File: src/hw/rtl/pcau_pkg.sv
package pcau_pkg;

  localparam int ITER_STAGES = 4;
  localparam int LANE_DEPTH  = ITER_STAGES + 2;

  localparam logic [2:0]  CC_RESET        = 3'd3;
  localparam logic [2:0]  ALPHA_CHANNELS  = 3'd4;
  localparam logic        REG_CHANNEL_CNT = 1'b0;
  localparam logic [16:0] MAG_SAT_LIMIT   = 17'd65025;

  typedef enum logic [2:0] {
    FUNC_ADD = 3'd0,
    FUNC_SUB = 3'd1,
    FUNC_MUL = 3'd2,
    FUNC_DIV = 3'd3,
    FUNC_MAG = 3'd4
  } pcau_func_e;

  typedef struct packed {
    logic [2:0]  func;
    logic [7:0]  a;
    logic [7:0]  b;
    logic [7:0]  simple;
    logic [15:0] sq;
    logic        sat;
    logic [7:0]  drem;
    logic [7:0]  quo;
    logic [8:0]  srem;
    logic [7:0]  root;
  } pcau_iter_t;

  typedef struct packed {
    logic [LANE_DEPTH:0]   load;
    logic [LANE_DEPTH-1:0] valid;
    logic                  out_valid;
  } pcau_flow_t;

  // One restoring divide step on bit idx of a and one digit-by-digit square root step on bit pair idx of sq.
  function automatic pcau_iter_t iter_step(input pcau_iter_t st, input logic [2:0] idx);
    pcau_iter_t  nx;
    logic [8:0]  dr;
    logic [8:0]  dd;
    logic [3:0]  pos;
    logic [10:0] sr;
    logic [10:0] trial;
    logic [10:0] sd;
    nx = st;
    dr = {st.drem, st.a[idx]};
    dd = dr - {1'b0, st.b};
    if (dr >= {1'b0, st.b}) begin
      nx.drem = dd[7:0];
      nx.quo  = {st.quo[6:0], 1'b1};
    end else begin
      nx.drem = dr[7:0];
      nx.quo  = {st.quo[6:0], 1'b0};
    end
    pos   = {idx, 1'b0};
    sr    = {st.srem, st.sq[pos + 4'd1], st.sq[pos]};
    trial = {1'b0, st.root, 2'b01};
    sd    = sr - trial;
    if (sr >= trial) begin
      nx.srem = sd[8:0];
      nx.root = {st.root[6:0], 1'b1};
    end else begin
      nx.srem = sr[8:0];
      nx.root = {st.root[6:0], 1'b0};
    end
    return nx;
  endfunction

endpackage

File: src/hw/rtl/pcau_lane.sv
module pcau_lane (
  input  logic                            clk_i,
  input  logic [pcau_pkg::LANE_DEPTH-1:0] load_i,
  input  logic [2:0]                      func_i,
  input  logic [7:0]                      a_i,
  input  logic [7:0]                      b_i,
  output logic [7:0]                      res_o
);

  logic [2:0]  f1_q;
  logic [7:0]  a1_q;
  logic [7:0]  b1_q;
  logic [15:0] aa1_q;
  logic [15:0] bb1_q;
  logic [15:0] ab1_q;

  always_ff @(posedge clk_i) begin
    if (load_i[0]) begin
      f1_q  <= func_i;
      a1_q  <= a_i;
      b1_q  <= b_i;
      aa1_q <= {8'd0, a_i} * {8'd0, a_i};
      bb1_q <= {8'd0, b_i} * {8'd0, b_i};
      ab1_q <= {8'd0, a_i} * {8'd0, b_i};
    end
  end

  logic [8:0]          sum9;
  logic [8:0]          diff9;
  logic [16:0]         sq17;
  logic [7:0]          simple;
  pcau_pkg::pcau_iter_t st_d;
  pcau_pkg::pcau_iter_t st_q [pcau_pkg::ITER_STAGES+1];

  always_comb begin
    sum9  = {1'b0, a1_q} + {1'b0, b1_q};
    diff9 = {1'b0, a1_q} - {1'b0, b1_q};
    sq17  = {1'b0, aa1_q} + {1'b0, bb1_q};
    case (f1_q)
      pcau_pkg::FUNC_ADD: simple = sum9[8] ? 8'hFF : sum9[7:0];
      pcau_pkg::FUNC_SUB: simple = diff9[8] ? 8'h00 : diff9[7:0];
      pcau_pkg::FUNC_MUL: simple = (ab1_q > 16'd255) ? 8'hFF : ab1_q[7:0];
      default:            simple = 8'h00;
    endcase
    st_d        = '0;
    st_d.func   = f1_q;
    st_d.a      = a1_q;
    st_d.b      = b1_q;
    st_d.simple = simple;
    st_d.sq     = sq17[15:0];
    st_d.sat    = (sq17 >= pcau_pkg::MAG_SAT_LIMIT);
  end

  always_ff @(posedge clk_i) begin
    if (load_i[1]) begin
      st_q[0] <= st_d;
    end
  end

  for (genvar k = 1; k <= pcau_pkg::ITER_STAGES; k++) begin : g_iter
    localparam logic [2:0] HiBit = 3'(9 - 2 * k);
    pcau_pkg::pcau_iter_t mid;
    pcau_pkg::pcau_iter_t nxt;

    always_comb begin
      mid = pcau_pkg::iter_step(st_q[k-1], HiBit);
      nxt = pcau_pkg::iter_step(mid, HiBit - 3'd1);
    end

    always_ff @(posedge clk_i) begin
      if (load_i[k+1]) begin
        st_q[k] <= nxt;
      end
    end
  end

  pcau_pkg::pcau_iter_t last;

  always_comb begin
    last = st_q[pcau_pkg::ITER_STAGES];
    case (last.func)
      pcau_pkg::FUNC_DIV: res_o = (last.b == 8'h00) ? last.a : last.quo;
      pcau_pkg::FUNC_MAG: res_o = last.sat ? 8'hFF : last.root;
      default:            res_o = last.simple;
    endcase
  end

endmodule

File: src/hw/rtl/pcau_flow.sv
module pcau_flow (
  input  logic                 clk_i,
  input  logic                 rst_ni,
  input  logic                 in_valid_i,
  input  logic                 out_ready_i,
  output pcau_pkg::pcau_flow_t flow_o
);

  localparam int Depth = pcau_pkg::LANE_DEPTH;

  logic [Depth-1:0] valid_d;
  logic [Depth-1:0] valid_q;
  logic             out_valid_d;
  logic             out_valid_q;
  logic [Depth:0]   load;

  always_comb begin
    load[Depth] = !out_valid_q || out_ready_i;
    for (int k = Depth - 1; k >= 0; k--) begin
      load[k] = !valid_q[k] || load[k+1];
    end
    valid_d[0] = load[0] ? in_valid_i : valid_q[0];
    for (int k = 1; k < Depth; k++) begin
      valid_d[k] = load[k] ? valid_q[k-1] : valid_q[k];
    end
    out_valid_d = load[Depth] ? valid_q[Depth-1] : out_valid_q;
  end

  always_ff @(posedge clk_i or negedge rst_ni) begin
    if (!rst_ni) begin
      valid_q     <= '0;
      out_valid_q <= 1'b0;
    end else begin
      valid_q     <= valid_d;
      out_valid_q <= out_valid_d;
    end
  end

  assign flow_o.load      = load;
  assign flow_o.valid     = valid_q;
  assign flow_o.out_valid = out_valid_q;

endmodule

File: src/hw/rtl/pixel_channel_arithmetic_unit.sv
// Throughput: one word per cycle unless m_axis_tready holds the output; each color lane is a
// 6-stage pipeline ahead of the output register, and its divider and square root resolve
// two bits per stage over four stages.
// Reset empties the pipeline and sets channel_count to 3; the data path has no reset.
module pixel_channel_arithmetic_unit #(
  parameter int COLOR_LANES = 3
) (
  input  logic        clk_i,
  input  logic        rst_ni,
  input  logic        psel,
  input  logic        penable,
  input  logic        pwrite,
  input  logic [2:0]  paddr,
  input  logic [31:0] pwdata,
  output logic [31:0] prdata,
  output logic        pready,
  input  logic        s_axis_tvalid,
  output logic        s_axis_tready,
  // func, a_red, a_green, a_blue, a_alpha, b_red, b_green, b_blue, zero padding.
  input  logic [63:0] s_axis_tdata,
  output logic        m_axis_tvalid,
  input  logic        m_axis_tready,
  // out_red, out_green, out_blue, out_alpha.
  output logic [31:0] m_axis_tdata
);

  localparam int NumLanes = (COLOR_LANES > 3) ? 3 : COLOR_LANES;
  localparam int Depth    = pcau_pkg::LANE_DEPTH;

  pcau_pkg::pcau_flow_t flow;

  pcau_flow u_flow (
    .clk_i       (clk_i),
    .rst_ni      (rst_ni),
    .in_valid_i  (s_axis_tvalid),
    .out_ready_i (m_axis_tready),
    .flow_o      (flow)
  );

  assign s_axis_tready = flow.load[0];
  assign m_axis_tvalid = flow.out_valid;
  assign pready        = 1'b1;

  logic [2:0] cc_q;
  logic       cfg_we;

  assign cfg_we = psel && penable && pwrite && (paddr[2] == pcau_pkg::REG_CHANNEL_CNT);

  always_ff @(posedge clk_i or negedge rst_ni) begin
    if (!rst_ni) begin
      cc_q <= pcau_pkg::CC_RESET;
    end else if (cfg_we) begin
      cc_q <= pwdata[2:0];
    end
  end

  assign prdata = (paddr[2] == pcau_pkg::REG_CHANNEL_CNT) ? {29'd0, cc_q} : 32'd0;

  logic [7:0] a_byte [3];
  logic [7:0] b_byte [3];
  logic [7:0] lane_res [3];

  assign a_byte[0] = s_axis_tdata[10:3];
  assign a_byte[1] = s_axis_tdata[18:11];
  assign a_byte[2] = s_axis_tdata[26:19];
  assign b_byte[0] = s_axis_tdata[42:35];
  assign b_byte[1] = s_axis_tdata[50:43];
  assign b_byte[2] = s_axis_tdata[58:51];

  for (genvar i = 0; i < 3; i++) begin : g_lane
    if (i < NumLanes) begin : g_on
      pcau_lane u_lane (
        .clk_i  (clk_i),
        .load_i (flow.load[Depth-1:0]),
        .func_i (s_axis_tdata[2:0]),
        .a_i    (a_byte[i]),
        .b_i    (b_byte[i]),
        .res_o  (lane_res[i])
      );
    end else begin : g_off
      assign lane_res[i] = 8'h00;
    end
  end

  logic [7:0] alpha_in;
  logic [7:0] alpha_q [Depth];

  assign alpha_in = (cc_q == pcau_pkg::ALPHA_CHANNELS) ? s_axis_tdata[34:27] : 8'h00;

  always_ff @(posedge clk_i) begin
    if (flow.load[0]) begin
      alpha_q[0] <= alpha_in;
    end
    for (int k = 1; k < Depth; k++) begin
      if (flow.load[k]) begin
        alpha_q[k] <= alpha_q[k-1];
      end
    end
  end

  logic [31:0] out_q;

  always_ff @(posedge clk_i) begin
    if (flow.load[Depth]) begin
      out_q <= {alpha_q[Depth-1], lane_res[2], lane_res[1], lane_res[0]};
    end
  end

  assign m_axis_tdata = out_q;

  a_full_stall_blocks_input: assert property (@(posedge clk_i) disable iff (!rst_ni)
    (flow.out_valid && (&flow.valid) && !m_axis_tready) |-> !s_axis_tready)
    else $error("input accepted while every stage is full and stalled");

  a_empty_output_takes_input: assert property (@(posedge clk_i) disable iff (!rst_ni)
    !flow.out_valid |-> s_axis_tready)
    else $error("input refused while output register is empty");

  a_output_leaves_on_handshake: assert property (@(posedge clk_i) disable iff (!rst_ni)
    $fell(m_axis_tvalid) |-> $past(m_axis_tready))
    else $error("output word dropped without a handshake");

  a_stage_valid_advances: assert property (@(posedge clk_i) disable iff (!rst_ni)
    (flow.valid[Depth-1] && flow.load[Depth]) |=> m_axis_tvalid)
    else $error("word in last stage lost on its way to the output");

endmodule

File: config.mk
export PLATFORM = sky130hd
export DESIGN_NAME = pixel_channel_arithmetic_unit
export DESIGN_NICKNAME = d
export VERILOG_FILES = /design/src/hw/rtl/pcau_pkg.sv /design/src/hw/rtl/pcau_lane.sv /design/src/hw/rtl/pcau_flow.sv /design/src/hw/rtl/pixel_channel_arithmetic_unit.sv
export SDC_FILE = /design/constraint.sdc
export NUM_CORES = 2
export LEC_CHECK = 0
export BUFFER_PORTS_ARGS = -buffer_cell sky130_fd_sc_hd__buf_4
export CORE_MARGIN = 2
export CORE_UTILIZATION = 35
export CTS_CLUSTER_DIAMETER = 60
export CTS_CLUSTER_SIZE = 40
export DETAILED_ROUTE_END_ITERATION = 7
export PLACE_DENSITY_LB_ADDON = 0.1
export SYNTH_ARGS = -nofsm -noshare
export SYNTH_HDL_FRONTEND = slang
export SYNTH_SLANG_ARGS = --single-unit
File: constraint.sdc
create_clock -name clk_i -period 33.2 [get_ports clk_i]
set_input_delay 6.64 -clock clk_i [delete_from_list [all_inputs] [get_ports clk_i]]
set_output_delay 6.64 -clock clk_i [all_outputs]
set_load 0.1 [all_outputs]
==> results.txt <==
Num CTS Buffers -> 103
Crit path DAT -> 10.36 ns
Reg2reg path depth -> 6
Most common cell on crit path -> buf_4
Clk root buf -> clkbuf_16
Share of layout cells above drive strength 1 -> 0.08515
Outcome -> completed
Skew final -> 0.05145 ns
Final instance area -> 74290 um2
Share of Yosys cell area claimed by the top area cell type -> 0.4687
CTS tree -> done
Setup_tns -> 0 ns
Number of synthesized flops with an enable pin -> 1040
Worst-path cell with the longest stage delay -> nand4_1
DR vias -> 39690
Sequential area share after synthesis -> 0.4725
Min-delay src -> g_lane[0].g_on.u_lane.st_q[0][227]$_DFFE_PP_
Grt total ovfl -> 0
Clk Latency, worst-skew pair -> 0.76 ns
I/O Pins -> 173
Post-CTS sizing -> 0
Placed Area -> 70300 um2
GRT Resource Usage Total -> 0.1455
Pins Over Slew Limit -> 0
GPL Wtd Cong -> 0.8066
CTS Hold Buffers Added -> 0
WL/cell -> 16.38 um
Clk network pwr share -> 0.182
Clk slew on worst S/H paths -> 0.07 ns
Final nets -> 6879
Seq cells post-synth -> 1050
IR Drop Worst-Case VDD -> 0.04333 mV
TritonCTS Sinks -> 1050
DIE WIDTH -> 440.3 um
Min cycle time layout -> 17.00 ns
Dominant synthesized flop cell -> edfxtp_1
Initial DRC Count -> 1646
PD cells -> 97.71 nW/um2
Top delay family on crit path -> simple AND/OR/NAND/NOR gates
Gate count of the mapped netlist -> 5698
Die span in y -> 440.3 um
Final worst setup slack -> 16.20 ns
RSZ-0062 raised after global routing -> no
Initial antenna violation count -> 8
Share of synthesized flip-flops with an asynchronous set or reset -> 0.009524
Pin slew with the least headroom to its limit -> 1.127 ns
Vias in the first global route -> 40730
Count of input and output buffers -> 106
Startpoint Class -> primary input
Routed WL -> 138.2 mm
Crit path buffers/inverters -> 2
Cell Chain, Critical Path -> buf_4 -> nor2b_1 -> nand3_4 -> nor2_1 -> nand4_1 -> buf_4
Site row count -> 160
Yosys warns -> 0
Maxcap violations -> 0
Gate power share -> 0.487
Max frequency -> 0.05883 GHz
Hold Violations, Final -> 0
Hold Crit Depth -> 0
Crit share post-route -> 0.5120
Switching Fraction -> 0.3946
Critical path's largest stage delay -> 0.96 ns
Slew headroom -> 0.2489
Leak -> 32.47 nW
Required time worst endpoint -> 26.56 ns
Reg2reg start -> u_flow.out_valid_q$_DFFE_PN0P_
Leading area contributor after synthesis -> edfxtp_1
Worst-path maximum fanout -> 57
Core Area -> 189600 um2
Avg Synthesized Cell Area -> 11.69 um2
Pre-CTS setup slack -> 16.08 ns
RR Endpoint -> g_lane[2].g_on.u_lane.bb1_q[7]$_DFFE_PP_
HP Class -> reg -> reg
Final HPWL DP -> 103.7 mm
Filler cell count in the final layout -> 18180
Mean number of vias per cell -> 4.706
Clock Path Buffers -> 3
Reg2Reg Setup Slack -> 27.91 ns
DR pass1 iterations -> 7
Seq pwr share -> 0.331
Setup-failing EPs final -> 0
Layout area overhead -> 11.49%
Pin count of the biggest net entering global routing -> 152
Internal cell power -> 0.004395 W
DRC -> 0
P_sw -> 0.002865 W
Critical path type -> in -> out
H-Tree Depth -> 3
Number of distinct library cells after synthesis -> 95
Final antenna-violating net count -> 0
Worst setup EP type -> output pin
Hold path endpoint -> g_lane[0].g_on.u_lane.st_q[0][304]$_DFFE_PP_
Total die area -> 193900 um2
First-pass GRT wire length -> 225.0 mm
Initial Util -> 0.3515
Postcts setup bufs -> 0
Post-Syn Area -> 66640 um2
Top cells by area, synth -> edfxtp_1 47%, ha_1 12%, fa_1 8.5%
[per-layer routing]
metal / vias to the layer above / GRT usage / routed length (um)
met5: - / 0 / 13
met4: 2 / 0.03535 / 2446
met3: 148 / 0.01730 / 3776
met2: 360 / 0.2288 / 61650
met1: 19080 / 0.2129 / 70290
li1: 20090 / - / -
[final cells by class]
cell class	count	area, um2	share of cell area
Clock buffer	105	2585	0.03479
Clock inverter	91	1403	0.01888
Inverter	768	2892	0.03892
Sequential cell	1050	31480	0.4238
Tap cell	2511	3142	0.04229
Antenna cell	3	7.507	0.0001010
Timing Repair Buffer	129	980.9	0.01320
Multi-Input combinational cell	3776	31800	0.4281
[state kept, by name, summed over array words and instances (netlist names)]
register	cells
g_lane.g_on.u_lane.a1_q	21
g_lane.g_on.u_lane.st_q	777
m_axis_tdata	32
alpha_q	48
g_lane.g_on.u_lane.bb1_q	45
g_lane.g_on.u_lane.b1_q	21
u_flow.out_valid_q	1
u_flow.valid_q	6
g_lane.g_on.u_lane.ab1_q	48
g_lane.g_on.u_lane.f1_q	3
g_lane.g_on.u_lane.aa1_q	45
cc_q	3
[synth_stat cells (all sizes together) (56+ instances only)]
library cell	instances
a21oi	253
edfxtp	1040
xnor2	239
o21ai	216
mux2	102
inv	767
and2	297
nand2	283
clkbuf	87
o21a	66
ha	663
nor3	85
a21o	77
xor2	106
nor2	355
nor2b	94
mux2i	64
nand3	56
fa	282
[cell families after synthesis]
logic type / Yosys count / share of synthesized area
AO/OA/AOI/OAI: 865 / 0.08416
XOR/XNOR: 345 / 0.04535
adder cells (fa/ha/maj): 946 / 0.2094
buffers and inverters: 900 / 0.05273
flip-flops: 1050 / 0.4725
multiplexers: 166 / 0.02685
other: 2 / 0.0001127
AND/OR/NAND/NOR: 1424 / 0.1090
[power by group through the flow]
| stage | clock (W) | sequential, W | combinational (W) |
|---|---|---|---|
| 2_1_floorplan | 0 | 0.00244 | 0.00278 |
| 3_3_place_gp | 0 | 0.00243 | 0.00353 |
| 3_5_place_dp | 0 | 0.00244 | 0.00355 |
| 4_1_cts | 0.00137 | 0.00241 | 0.00359 |
| 5_1_grt | 0.00142 | 0.00246 | 0.00405 |
| 6_report | 0.00132 | 0.00240 | 0.00354 |
[cell usage in the layout, fill, tap and decap left out, drive strengths merged, types with 48 or more instances in the layout]
| master | count |
|---|---|
| o21ai | 216 |
| a21o | 77 |
| buf | 129 |
| nand2b | 48 |
| mux2i | 64 |
| o21a | 66 |
| fa | 282 |
| nand3 | 56 |
| xnor2 | 239 |
| a21oi | 253 |
| ha | 663 |
| and2 | 297 |
| edfxtp | 1040 |
| nand4 | 49 |
| inv | 820 |
| mux2 | 102 |
| nor2b | 94 |
| nor3 | 85 |
| nor2 | 355 |
| clkbuf | 105 |
| xor2 | 106 |
| nand2 | 283 |
[metrics by stage]
step	instances	power [W]	hold WS, ns	util
after global placement	8234	0.005966	0.4006	0.3708
after CTS	8430	0.007368	0.3904	0.3918
after floorplan	5726	0.005216	0.4003	-
after detailed placement	8234	0.005994	0.4045	0.3708
final	8433	0.007259	0.3926	0.3919
after global routing	8431	0.007931	0.3927	0.3919
[how the worst max path moves through the flow]
stage                       start             to  slack [ns]  depth (start not counted)
floorplan           m_axis_tready  s_axis_tready        7.53                          4
global placement    m_axis_tready  s_axis_tready       16.19                          6
detailed placement  m_axis_tready  s_axis_tready       16.08                          6
CTS                 m_axis_tready  s_axis_tready       16.05                          6
global route        m_axis_tready  s_axis_tready       15.92                          6
finish              m_axis_tready  s_axis_tready       16.20                          6
(Power assumes the default switching activity.)
